[config.mk]
export PLATFORM = sky130hd
export DESIGN_NAME = stg_div_cell
export DESIGN_NICKNAME = d
export VERILOG_FILES = /design/src/rtl/stg_div_cell.sv
export SDC_FILE = /design/constraint.sdc
export NUM_CORES = 1
export LEC_CHECK = 0
export BUFFER_PORTS_ARGS = -buffer_cell sky130_fd_sc_hd__buf_2
export CELL_PAD_IN_SITES_DETAIL_PLACEMENT = 0
export CELL_PAD_IN_SITES_GLOBAL_PLACEMENT = 1
export CORE_ASPECT_RATIO = 0.5
export CORE_MARGIN = 2
export CORE_UTILIZATION = 35
export DETAILED_ROUTE_END_ITERATION = 6
export PLACE_DENSITY_LB_ADDON = 0.1
export SLEW_MARGIN = 20
export SYNTH_ARGS = -nofsm -noshare
export SYNTH_HDL_FRONTEND = slang
export SYNTH_SLANG_ARGS = --single-unit
[constraint.sdc]
create_clock -name clock -period 2.3 [get_ports clock]
set_clock_uncertainty 0.1 [all_clocks]
set_input_delay 0 -clock clock [delete_from_list [all_inputs] [get_ports clock]]
set_output_delay 0 -clock clock [all_outputs]
set_load 0.01 [all_outputs]
[src/rtl/stg_div_cell.sv]
// ----------------------------------------------------------------------------
// Restoring divider cell
// One quotient bit per cell: shift remainder/dividend left, conditionally
// subtract the divisor. Registered, with a side payload.
// ----------------------------------------------------------------------------
module stg_div_cell #(
   parameter int RW = 8,
   parameter int QW = 8,
   parameter int PW = 8
) (
   input  logic          clock,
   input  logic          reset,
   input  logic          en,
   input  logic [RW-1:0] divisor,
   input  logic          in_vld,
   input  logic [RW-1:0] in_rem,
   input  logic [QW-1:0] in_dq,
   input  logic [PW-1:0] in_pay,
   output logic          out_vld,
   output logic [RW-1:0] out_rem,
   output logic [QW-1:0] out_dq,
   output logic [PW-1:0] out_pay
);

   logic [RW:0]   wide;
   logic [RW:0]   diff;
   logic          ge;
   logic [RW-1:0] rem_in;
   logic [QW-1:0] dq_in;

   logic          vld_ff;
   logic [RW-1:0] rem_ff;
   logic [QW-1:0] dq_ff;
   logic [PW-1:0] pay_ff;

   // remainder stays below the divisor, so the shifted value fits RW+1 bits
   assign wide   = {in_rem, in_dq[QW-1]};
   assign ge     = (wide >= {1'b0, divisor});
   assign diff   = wide - {1'b0, divisor};
   assign rem_in = ge ? diff[RW-1:0] : wide[RW-1:0];
   assign dq_in  = {in_dq[QW-2:0], ge};

   always_ff @(posedge clock) begin
      if (reset) begin
         vld_ff <= 1'b0;
      end else if (en) begin
         vld_ff <= in_vld;
      end
   end

   always_ff @(posedge clock) begin
      if (en) begin
         rem_ff <= rem_in;
         dq_ff  <= dq_in;
         pay_ff <= in_pay;
      end
   end

   assign out_vld = vld_ff;
   assign out_rem = rem_ff;
   assign out_dq  = dq_ff;
   assign out_pay = pay_ff;

endmodule

# --- Word-level counts from Yosys, hierarchy flattened ---
# Index checks and enable logic that the tools add are counted.
totals:
  regBits: 25
  inputBits: 36
  output_inout_bits: 25
  elab_cells: 7
classes:
  add_sub_neg: 1
  magnitude_cmp: 1
  mux: 1
op_table:
  columns: ["op", "n"]
  rows:
  - ["9-bit by 8-bit >= comparator with 1-bit output", 1]
  - ["8-bit 2-to-1 mux", 1]
  - ["8-bit subtractor", 1]

# --- Longest topological paths before layout ---
logic_depth:
  depth_word: 2
  depth_mapped: 8
  depth_no_buf: 8

# --- Worst setup path after synthesis ---
# OpenSTA, ideal clock, no wires.
synth_path:
  kind: "in2reg"
  from: "in in_dq[7]"
  to: "reg rem_ff[6] (netlist: out_rem[6]), data pin"
  setup_time_ns: 0.260
  arrival_time_ns: 1.513
  setup_slack_ns: 0.427
  stages: 8
  path_buffers: 0
  path_cell_list: "inv_1 > ha_1 > fa_1 > nor2b_1 > o31a_1 > nor4_1 > a311o_1 > mux2_2"
synth_between:
  elab_chain_len: 2
synth_rtl:
  columns: ["element", "line", "source"]
  rows:
  - ["from (decl)", "17", "input logic [QW-1:0] in_dq,"]
  - ["8-bit subtractor / 9-bit by 8-bit >= comparator with 1-bit output (equally long branches)", "39, 38", null]
  - ["8-bit 2-to-1 mux (*)", "40", "assign rem_in = ge ? diff[RW-1:0] : wide[RW-1:0];"]
  - ["named net rem_in[6]", "28", "logic [RW-1:0] rem_in;"]
  - ["to (signal assigned)", "53", "rem_ff <= rem_in;"]
  - ["to (decl)", "32", "logic [RW-1:0] rem_ff;"]
# Mark *: on every way through the listed nets, which the timed path passes. The rest lies on a longest branch.
# A chain may end at the register's enable or synchronous reset.

# --- Worst setup path after layout ---
layout_path:
  from: "in in_rem[1]"
  to: "reg rem_ff[4] (netlist: out_rem[4]), data pin"
layout_between:
  elab_chain_len: 2
layout_rtl:
  columns: ["element", "line", "source"]
  rows:
  - ["from (decl)", "16", "input logic [RW-1:0] in_rem,"]
  - ["8-bit subtractor / 9-bit by 8-bit >= comparator with 1-bit output (equally long branches)", "39, 38", null]
  - ["8-bit 2-to-1 mux (*)", "40", null]
  - ["named net rem_in[4]", "28", null]
# Marks and branches as above.

==> metrics.md <==
| Metric | Value |
|---|---|
| Ports | `61` |
| Final ANT Viol Nets | `0` |
| Max Root-Sink Buffers | `2` |
| Setup CP Type | `primary input to flip-flop` |
| Synth async-reset ratio | `0` |
| Pwr dens | `584.7 nW/um^2` |
| Pin count of the biggest net entering global routing | `26` |
| Tmin final | `2.200 ns` |
| Tightest Pin Transition | `0.5729 ns` |
| Hold Fails Final Rpt | `0` |
| Initial antenna violation count | `0` |
| Pre-antenna DRT Iters | `4` |
| Placed cell count | `205` |
| Final worst path period share | `0.9566` |
| EDFF count, synth | `24` |
| RD Place Congestion | `0.7171` |
| Setup TNS | `0 ns` |
| Slew Limit Fails | `0` |
| Unrepaired setup endpoints after global routing | `false` |
| Max-cap violations | `0` |
| Element type at the critical path start | `primary input` |
| Drt wl/cell | `11.88 um` |
| CTS root buffer | `clkbuf_8` |
| Layout cell share with drive strength beyond 1 | `0.4111` |
| Reg clk slew, reported paths | `0.09 ns` |
| Yosys top cell area share | `0.5658` |
| Worst vdd ir | `0.1798 mV` |
| Syn Inst Count | `95` |
| DR vias | `1031` |
| Die area | `4167 um^2` |
| Syn nets | `140` |
| Remaining routing DRC violations | `0` |
| Total Wirelength | `2744 um` |
| Post-synth top flop | `edfxtp_1` |
| Max transition margin | `0.6181` |
| CP Cell Sequence | `dlygate4sd3_1 -> buf_2 -> ha_1 -> a21o_1 -> a21oi_2 -> o21ai_2 -> a41oi_4 -> mux2_2` |
| Number of standard cells in the final layout excluding fillers | `231` |
| Initial Util | `0.3688` |
| Area contributors post-synth | `edfxtp_1, ha_1, mux2_2` |
| Multi-input logic area | `474.2 um^2` |
| # rows | `15` |
| Crit Path Max Fanout | `8` |
| Crit path largest cell delay | `0.53 ns` |
| Synth warn | `0` |
| Global-route wire length before repair | `4022 um` |
| Gr ovfl total | `0` |
| Setup-failing EPs final | `0` |
| Via/cell ratio | `4.463` |
| CTS Sinks | `25` |
| Core Region | `3453 um^2` |
| Skew-Pair Late Insertion Delay | `0.27 ns` |
| Leading post-synthesis cells by instance count | `edfxtp_1, inv_1, ha_1` |
| ANT cells | `0` |
| Number of global-route vias before repair | `896` |
| GRT Total Usage | `0.1327` |
| Seq/Total Area, Yosys | `0.5815` |
| Crit path required time | `2.23 ns` |
| Leak | `0.8579 nW` |
| Fmax | `454.5 MHz` |
| Critical path buffer and inverter count | `2` |
| Die Span Y | `46.66 um` |
| Synth area leader | `edfxtp_1` |
| Final HPWL DP | `1925 um` |
| CP max stage cell | `dlygate4sd3_1` |
| H-tree Lvls | `1` |
| CTS tree | `done` |
| Worst EP arrival | `2.13 ns` |
| Fill count | `328` |
| Die width | `89.32 um` |
| CTS Buf Count | `3` |
| I/O Buffers | `60` |
| Status | `finished, final reports clean` |
| FF+latch area | `740.7 um^2` |
| Mean post-synth cell area | `13.41 um^2` |
| Crit end category | `flip-flop` |
| Cell Area, Synth | `1274 um^2` |
| Worst Hold Class | `primary input to flip-flop` |
| Area delta synth->final | `49.51%` |
| Register bit total from synthesis | `25` |
| Most common cell in the netlist | `edfxtp_1` |
| Drt first-iter violations | `19` |
| Top delay family on crit path | `compound AO/OA/AOI/OAI gates` |
| Synth cell types | `32` |
| Fin nets | `226` |
-- per-stage QoR --
stage / power (mW) / instance area, um^2 / hold slack, ns / setup slack, ns / utilization
3_5_place_dp: 0.8298 / 1635 / 0.06389 / 0.2107 / 0.4736
6_report: 1.113 / 1904 / 0.01938 / 0.09990 / 0.5514
2_1_floorplan: 0.7270 / 1274 / -0.02762 / 0.4271 / -
3_3_place_gp: 0.8260 / 1635 / 0.05990 / 0.2152 / 0.4736
4_1_cts: 1.132 / 1904 / 0.01582 / 0.09877 / 0.5514
5_1_grt: 1.180 / 1904 / 0.03282 / 0.04573 / 0.5514
-- power by group --
part / internal (mW) / leakage, nW / switching [mW]
registers: 0.554 / 0.243 / 0.0101
clock network: 0.123 / 0.0217 / 0.144
logic: 0.145 / 0.593 / 0.137
total: 0.822 / 0.858 / 0.291
-- routing by layer --
metal / track usage / part of all wire / wire length, um / up-vias
li1: - / - / - / 521
met1: 0.1529 / 0.45 / 1224 / 473
met2: 0.2415 / 0.49 / 1333 / 37
met3: 0.05556 / 0.068 / 187 / 0
met4: 0.01791 / 0 / 0 / 0
met5: 0 / 0 / 0 / -
-- path summary, 6_finish.rpt --
check | slack, ns | from | depth (start not counted) | end
worst max register to register | 1.06 | out_vld | 3 | out_vld
worst min register to register | 0.95 | out_vld | 3 | out_vld
worst min-delay path | 0.02 | in_rem[0] | 3 | out_rem[1]
worst max-delay path | 0.1 | in_rem[1] | 8 | out_rem[4]
-- worst reg2reg max path: stages (launching register included) --
cell	delay, ns
dfxtp_1	0.31
mux2i_1	0.11
nor2_1	0.05
dlygate4sd3_1	0.55
-- sequential cells by signal, indices dropped and copies added (netlist names) --
| register | flops |
|---|---|
| out_dq | 8 |
| out_pay | 8 |
| out_rem | 8 |
| out_vld | 1 |
-- layout by cell type (no fill, tap or decap), drive strengths merged, types with 2 or more instances in the layout --
cell type and instances:
clkbuf 3, ha 8, edfxtp 24, nand2 2, inv 13, mux2 5, mux2i 3, nand3 2
xnor2 2, o21ai 5, dlygate4sd3 22, a21oi 5, a21o 3, nor2 4, buf 61
-- area by class of cell --
type / count / share of cell area
Inverter: 13 / 0.02562
Multi-Input combinational cell: 55 / 0.2490
Sequential cell: 25 / 0.3890
Clock buffer: 3 / 0.02168
Clock inverter: 1 / 0.003942
Timing Repair Buffer: 83 / 0.2773
Tap cell: 51 / 0.03351
-- what timing repair did --
| action | CTS | global route |
|---|---|---|
| resized for setup | 0 | 0 |
| hold endpoints to repair | 21 | 0 |
| buffers inserted | 0 | 0 |
| hold buffers | 22 | 0 |
-- cell families after synthesis --
group,count (synthesis),share of synthesized area
mux,8,0.06778
xor+xnor,3,0.02063
simple gates,14,0.05600
buf+inv,15,0.04617
fa+ha+maj,9,0.09431
flops,25,0.5815
compound gates,21,0.1336
Note: power is estimated with default switching activity, not from simulation.
