--- src/rtl/stg_pkg.sv ---
// ----------------------------------------------------------------------------
// Sine table generator package
// Field widths, register codes, reset values and fixed-point sine constants.
// ----------------------------------------------------------------------------
package stg_pkg;

   // stream fields
   localparam int IDX_W      = 8;
   localparam int VAL_W      = 16;
   localparam int REQ_DATA_W = 8;
   localparam int RSP_DATA_W = 24;

   // configuration registers
   localparam int PER_W      = 9;
   localparam int PEAK_W     = 16;
   localparam int PHASE_W    = 10;
   localparam int K_W        = PEAK_W - 1;
   localparam int CSR_ADDR_W = 2;
   localparam int CSR_DATA_W = 16;

   localparam logic [CSR_ADDR_W-1:0] CSR_PERIOD = 2'd0;
   localparam logic [CSR_ADDR_W-1:0] CSR_PEAK   = 2'd1;
   localparam logic [CSR_ADDR_W-1:0] CSR_PHASE  = 2'd2;

   localparam int PERIOD_RST     = 64;
   localparam int PEAK_RST       = 800;
   localparam int MAX_POINTS_DEF = 256;

   // index + phase
   localparam int SUM_W = 11;

   // fixed point: Q30 angle and sine
   localparam int FRAC_W = 30;
   localparam int T_W    = 30;
   localparam int ACC_W  = 32;
   localparam int MAG_W  = 31;
   localparam int S_W    = 31;
   localparam int HSTEPS = 5;

   localparam logic [S_W-1:0] S_ONE = 31'h4000_0000;

   // odd polynomial for sin(pi/2 * t), Q30
   localparam logic signed [ACC_W-1:0] SC1  = 32'sd1686629713;
   localparam logic signed [ACC_W-1:0] SC3  = 32'sd693598670;
   localparam logic signed [ACC_W-1:0] SC5  = 32'sd85569306;
   localparam logic signed [ACC_W-1:0] SC7  = 32'sd5026995;
   localparam logic signed [ACC_W-1:0] SC9  = 32'sd172272;
   localparam logic signed [ACC_W-1:0] SC11 = 32'sd3864;

   // per-request tag carried down the pipe
   typedef struct packed {
      logic [IDX_W-1:0] idx;
      logic             neg;    // second half of the period
      logic             zero;   // angle on a zero crossing
      logic             top;    // angle on a crest
   } stg_tag_type;

   localparam int TAG_W = IDX_W + 3;

   // coefficient added by Horner step i (1..5)
   function automatic logic signed [ACC_W-1:0] horner_coef(input int i);
      logic signed [ACC_W-1:0] c;
      case (i)
         1: c = SC9;
         2: c = -SC7;
         3: c = SC5;
         4: c = -SC3;
         5: c = SC1;
         default: c = '0;
      endcase
      return c;
   endfunction

endpackage

--- src/rtl/stg_horner_cell.sv ---
// ----------------------------------------------------------------------------
// Horner step cell
// out = COEF + (acc * op) in Q30, product truncated toward zero.
// Two stages: multiply, then sign and add.
// ----------------------------------------------------------------------------
module stg_horner_cell #(
   parameter logic signed [stg_pkg::ACC_W-1:0] COEF = '0,
   parameter int PW = 8
) (
   input  logic                             clock,
   input  logic                             reset,
   input  logic                             en,
   input  logic                             in_vld,
   input  logic signed [stg_pkg::ACC_W-1:0] in_acc,
   input  logic        [stg_pkg::T_W-1:0]   in_op,
   input  logic        [PW-1:0]             in_pay,
   output logic                             out_vld,
   output logic signed [stg_pkg::ACC_W-1:0] out_acc,
   output logic        [PW-1:0]             out_pay
);

   localparam int PROD_W = stg_pkg::MAG_W + stg_pkg::T_W;

   logic [stg_pkg::MAG_W-1:0]       mag;
   logic [PROD_W-1:0]               prod_in;
   logic [stg_pkg::MAG_W-1:0]       part;
   logic signed [stg_pkg::ACC_W-1:0] signed_part;
   logic signed [stg_pkg::ACC_W-1:0] acc_in;

   logic                             vld1_ff;
   logic [PROD_W-1:0]                prod_ff;
   logic                             neg_ff;
   logic [PW-1:0]                    pay1_ff;
   logic                             vld2_ff;
   logic signed [stg_pkg::ACC_W-1:0] acc_ff;
   logic [PW-1:0]                    pay2_ff;

   // sign-magnitude multiply; op is never negative
   assign mag     = in_acc[stg_pkg::ACC_W-1] ? stg_pkg::MAG_W'(-in_acc)
                                             : stg_pkg::MAG_W'(in_acc);
   assign prod_in = {{stg_pkg::T_W{1'b0}}, mag} * {{stg_pkg::MAG_W{1'b0}}, in_op};

   assign part        = prod_ff[PROD_W-1:stg_pkg::FRAC_W];
   assign signed_part = neg_ff ? -$signed({1'b0, part}) : $signed({1'b0, part});
   assign acc_in      = COEF + signed_part;

   always_ff @(posedge clock) begin
      if (reset) begin
         vld1_ff <= 1'b0;
         vld2_ff <= 1'b0;
      end else if (en) begin
         vld1_ff <= in_vld;
         vld2_ff <= vld1_ff;
      end
   end

   always_ff @(posedge clock) begin
      if (en) begin
         prod_ff <= prod_in;
         neg_ff  <= in_acc[stg_pkg::ACC_W-1];
         pay1_ff <= in_pay;
         acc_ff  <= acc_in;
         pay2_ff <= pay1_ff;
      end
   end

   assign out_vld = vld2_ff;
   assign out_acc = acc_ff;
   assign out_pay = pay2_ff;

endmodule

--- config.mk ---
export PLATFORM = sky130hd
export DESIGN_NAME = stg_horner_cell
export DESIGN_NICKNAME = d
export VERILOG_FILES = /design/src/rtl/stg_pkg.sv /design/src/rtl/stg_horner_cell.sv
export SDC_FILE = /design/constraint.sdc
export NUM_CORES = 2
export LEC_CHECK = 0
export BUFFER_PORTS_ARGS = -buffer_cell sky130_fd_sc_hd__buf_2
export CAP_MARGIN = 40
export CORE_UTILIZATION = 60
export DETAILED_ROUTE_END_ITERATION = 12
export PLACE_DENSITY = 0.87
export SLEW_MARGIN = 20
export SYNTH_ARGS = -nofsm -noshare
export SYNTH_HDL_FRONTEND = slang
export SYNTH_SLANG_ARGS = --single-unit
--- constraint.sdc ---
create_clock -name clock -period 13.75 [get_ports clock]
set_clock_uncertainty 0.15 [all_clocks]
set_input_delay 2.0625 -clock clock [delete_from_list [all_inputs] [get_ports clock]]
set_output_delay 2.0625 -clock clock [all_outputs]
set_load 0.1 [all_outputs]
-- After elaboration in Yosys (flattened, before gate mapping)
Cells that the tools add are included.
- bits in registers: 112
- latch bits: 0
- bits in writable memories: 0
- memory bits (read-only): 0
- bits of input ports: 74
- output and inout port bits: 41
- word-level logic and storage cells: 13
- memories kept: 0
- add/sub/neg operators: 2
- $mul: 1
- divide/modulo/power cells: 0
- order comparisons: 0
- eq/ne operators: 0
- shift-type cells: 0
- muxes and demuxes: 2
- bitwise logic cells: 0
- reductions and logical operators: 0
- operator list (kind ; number):
    31-bit two-way mux ; 2
    31-bit by 30-bit multiplier with 61-bit output ; 1
    31-bit negator with 32-bit output ; 1
    31-bit negator ; 1

-- Logic depth before layout (Yosys ltp)
- depth in word-level cells: 3
- depth in mapped cells: 38
- mapped depth without buffers: 34

-- Worst setup path before layout
No wires, ideal clock.
- path kind: input to register
- from: input in_acc[0] (netlist bit)
- to: register prod_ff[55], data pin
- setup time: 256 ps
- arrival: 10729 ps
- required time: 13344 ps
- setup slack: 2615 ps
- stages on the path: 35
- path buffers: 4
- cells stage by stage: clkbuf_1 -> clkbuf_1 -> inv_1 -> ha_1 -> nand2_1 -> or2_2 -> or3_1 -> or3_1 -> or2_1 -> o21ai_0 -> xnor2_1 -> clkbuf_1 -> and2_1 -> fa_1 -> fa_1 -> fa_1 -> inv_1 -> fa_1 -> inv_1 -> fa_1 -> fa_1 -> fa_1 -> inv_1 -> fa_1 -> inv_1 -> ha_1 -> clkbuf_1 -> a21oi_1 -> o21ai_0 -> a41oi_1 -> a21oi_1 -> a221oi_1 -> o21ba_2 -> o21ai_0 -> o211a_1
- cells in the longest elaborated chain, start to end: 3
- ends and longest elaborated chain (item ; RTL line ; text):
    from (decl) ; stg_horner_cell.sv:14 ; input logic signed [stg_pkg::ACC_W-1:0] in_acc,
    31-bit negator ; stg_horner_cell.sv:39 ; assign mag = in_acc[stg_pkg::ACC_W-1] ? stg_pkg::MAG_W'(-in_acc)
    31-bit two-way mux (*) ; stg_horner_cell.sv:39 ;
    31-bit by 30-bit multiplier with 61-bit output (*) ; stg_horner_cell.sv:41 ; assign prod_in = {{stg_pkg::T_W{1'b0}}, mag} * {{stg_pkg::MAG_W{1'b0}}, in_op};
    via prod_in[55] ; stg_horner_cell.sv:25 ; logic [PROD_W-1:0] prod_in;
    to (signal assigned) ; stg_horner_cell.sv:59 ; prod_ff <= prod_in;
    to (decl) ; stg_horner_cell.sv:31 ; logic [PROD_W-1:0] prod_ff;
The timed path passes the listed nets; every way through them passes the cells marked *.
A chain may end at the register's enable or synchronous reset.

-- Worst setup path after layout
- from: input in_acc[5] (netlist bit)
- to: register prod_ff[53], data pin
The elaborated chain is that of the path after synthesis.

==> flow_metrics.env <==
export IMPL_outcome="finished clean"
export IMPL_grt_setup_unrepaired="no"
export IMPL_wirelength_um=89570
export IMPL_first_iter_violations=2152
export IMPL_synth_xor_xnor_area_share_pct=2.301
export IMPL_final_replace_weighted_congestion=0.9315
export IMPL_worst_path_max_fanout=21
export IMPL_report_final_hold_viol_count=0
export IMPL_critical_path_startpoint_type="input port"
export IMPL_cp_top_family="adder cells"
export IMPL_post_synth_mux_area_share_pct=0.1219
export IMPL_avgSynthCellArea_um2=9.271
export IMPL_floorplan_die_area_um2=57420
export IMPL_detail_route_wl_per_cell_um=20.44
export IMPL_first_pass_grt_wire_length_um=145100
export IMPL_synth_seq_cells=82
export IMPL_initial_antenna_violation_count=15
export IMPL_cp_common_cell="sky130_fd_sc_hd__fa_1"
export IMPL_synth_simple_gate_area_share_pct=17.27
export IMPL_proportion_of_register_bits_with_asynchronous_set_or_reset_after_synthesis_pct=0
export IMPL_cts_max_path_buffers=2
export IMPL_mapped_cell_area_um2=33880
export IMPL_maxSlewHeadroom_pct=36.91
export IMPL_arrival_ps=12190
export IMPL_h_tree_depth=3
export IMPL_reg2reg_depth=9
export IMPL_rrSetupSlack_ps=10660
export IMPL_max_slew_worst_pin_slew_ps=946.3
export IMPL_crit_type="in2reg"
export IMPL_worstSkewPairLatency_ps=340
export IMPL_post_route_period_util_pct=89.22
export IMPL_critical_path_slowest_cell="sky130_fd_sc_hd__a2111oi_0"
export IMPL_place_port_buffers=114
export IMPL_via_count_of_the_routed_design=25490
export IMPL_ctsHoldBuffers=0
export IMPL_setup_violations_final=0
export IMPL_first_global_vias=28300
export IMPL_fmax_mhz=81.51
export IMPL_final_cell_mix="sky130_fd_sc_hd__inv_1 (850), sky130_fd_sc_hd__fa_1 (807), sky130_fd_sc_hd__and2_1 (548)"
export IMPL_synth_net_count=4783
export IMPL_critical_path_max_stage_delay_ps=750
export IMPL_ios=115
export IMPL_worst_path_buf_inv=6
export IMPL_timing_hold_worst_start="pay1_ff[2]"
export IMPL_timing_rr_end="out_acc[24]"
export IMPL_worst_setup_path_startpoint="in_acc[5]"
export IMPL_synth_warning_count=0
export IMPL_row_count=86
export IMPL_period_minus_slack_ps=12270
export IMPL_synthCells=3654
export IMPL_synth_top_family_by_area="adder cells"
export IMPL_placed_cell_area_um2=35270
export IMPL_setup_tns_final_ps=0
export IMPL_start_util_pct=61.13
export IMPL_filler_cell_count=4190
export IMPL_cts_sinks=82
export IMPL_drt_drc_violations_left=0
export IMPL_synth_adder_area_share_pct=56.85
export IMPL_rr_startpoint="prod_ff[30]"
export IMPL_critPathCaptureType="flip-flop"
export IMPL_postRouteAntennaNets=0
export IMPL_hold_worst_slack_ps=268.5
export IMPL_clk_root_buffer_cell="sky130_fd_sc_hd__clkbuf_16"
export IMPL_number_of_synthesized_flops_with_an_enable_pin=80
export IMPL_yosys_cell_types_count=55
export IMPL_regArea_um2=2442
export IMPL_final_nets=4752
export IMPL_cts_buffers=9
export IMPL_cts_repair_resized=0
export IMPL_maximum_number_of_pins_on_one_net_before_global_route_repair=54
export IMPL_min_path_cells=0
export IMPL_max_cap_violations=0
export IMPL_design_area_um2=35660
export IMPL_drt_pass_1_iters=6
export IMPL_grt_ovfl_total=0
export IMPL_tritoncts="built"
export IMPL_ys_seq_area_share_pct=7.209
export IMPL_synth_top_flop_cell="sky130_fd_sc_hd__edfxtp_1"
export IMPL_floorplan_die_width_um=239.6
export IMPL_core_um2=55420
export IMPL_signed_area_change_from_the_synthesized_netlist_to_the_final_layout_pct=5.255
export IMPL_cp_required_ps=13680
export IMPL_timing_final_max_slew_violations=0
export IMPL_register_clock_pin_slew_on_the_reported_worst_setup_and_hold_paths_ps=60
export IMPL_multi_input_comb_area_um2=27730
export IMPL_grt_total_usage_pct=32.85
export IMPL_buffers_inserted_during_post_cts_setup_optimization=0
export IMPL_drive_above_1_share_pct=6.257
export IMPL_hold_class="reg2reg"
export IMPL_routed_via_density=5.816
export IMPL_layout_commonest_cell="sky130_fd_sc_hd__inv_1"
export IMPL_synth_compound_area_share_pct=4.524
export IMPL_timing_hold_worst_endpoint="out_pay[2]"
export IMPL_die_h_um=239.6
export IMPL_hpwlAfterDp_um=70890
-- cells by family after synthesis --
group / Yosys count
AND/OR/NAND/NOR: 1130
buffers and inverters: 1057
adder cells (fa/ha/maj): 1055
AO/OA/AOI/OAI: 237
XOR/XNOR: 89
flip-flops: 82
multiplexers: 4
-- sequential cells by signal, summed over array words and instances (netlist names) --
register,count
out_acc,32
prod_ff,31
out_pay,8
pay1_ff,8
neg_ff,1
out_vld,1
vld1_ff,1
-- area by class of cell --
class / instances / area share [%]
repair buffers: 165 / 2.965
multi-input cells: 2515 / 77.76
inverters: 850 / 8.948
clock buffers: 14 / 0.7684
flip-flops and latches: 82 / 6.849
clock inverters: 2 / 0.03509
well taps: 748 / 2.625
diodes: 7 / 0.04912
-- worst max-delay path by stage --
stage,to,slack [ps],cells past startpoint
after floorplan,prod_ff[55],2610,35
after global placement,prod_ff[53],1570,32
after detailed placement,prod_ff[55],1260,30
after CTS,prod_ff[55],1620,30
after global routing,prod_ff[55],1120,31
final,prod_ff[53],1480,32
-- synth_stat cells, types with 8 or more instances --
cell type	instances	area [um^2]
sky130_fd_sc_hd__inv_1	850	3191
sky130_fd_sc_hd__fa_1	807	16160
sky130_fd_sc_hd__and2_1	548	3428
sky130_fd_sc_hd__nand2_1	457	1715
sky130_fd_sc_hd__ha_1	248	3103
sky130_fd_sc_hd__clkbuf_1	204	765.7
sky130_fd_sc_hd__edfxtp_1	80	2402
sky130_fd_sc_hd__a21oi_1	70	350.3
sky130_fd_sc_hd__xnor2_1	68	595.6
sky130_fd_sc_hd__o21ai_0	55	275.3
sky130_fd_sc_hd__nor2_1	29	108.9
sky130_fd_sc_hd__xor2_1	21	183.9
sky130_fd_sc_hd__a21o_1	20	150.1
sky130_fd_sc_hd__o31ai_1	18	135.1
sky130_fd_sc_hd__or3_1	15	93.84
sky130_fd_sc_hd__nand3_1	14	70.07
sky130_fd_sc_hd__nor3_1	12	60.06
sky130_fd_sc_hd__nand4_1	11	68.82
sky130_fd_sc_hd__and3_1	10	62.56
sky130_fd_sc_hd__o41ai_1	10	87.58
sky130_fd_sc_hd__o211ai_1	8	60.06
sky130_fd_sc_hd__or2_2	8	50.05
-- metal layers --
metal / global-route usage, % / routed length [um]
met2: 55.78 / 44260
met4: 20.63 / 6501
met5: 0 / 80
met1: 38.42 / 30310
met3: 6.200 / 8423
-- metrics by stage --
step | std cells | utilization [%] | worst slack [ps]
2_1_floorplan | 3654 | - | 2615
3_3_place_gp | 4347 | 63.44 | 1567
3_5_place_dp | 4354 | 63.65 | 1262
4_1_cts | 4370 | 64.16 | 1620
5_1_grt | 4380 | 64.33 | 1117
6_report | 4383 | 64.35 | 1482
-- worst reg2reg max path: stages (launching register included) --
cell and delay, ps:
sky130_fd_sc_hd__edfxtp_1 440, sky130_fd_sc_hd__inv_1 80, sky130_fd_sc_hd__ha_1 160, sky130_fd_sc_hd__nand2_1 70, sky130_fd_sc_hd__or2_2 310, sky130_fd_sc_hd__or3_1 370
sky130_fd_sc_hd__o31ai_1 600, sky130_fd_sc_hd__and2_1 360, sky130_fd_sc_hd__nand2_1 110, sky130_fd_sc_hd__xor2_1 170
Power is left out: the tool's default activity adds up to more than one toggle a clock period on the data nets, which glitch-free logic cannot reach.
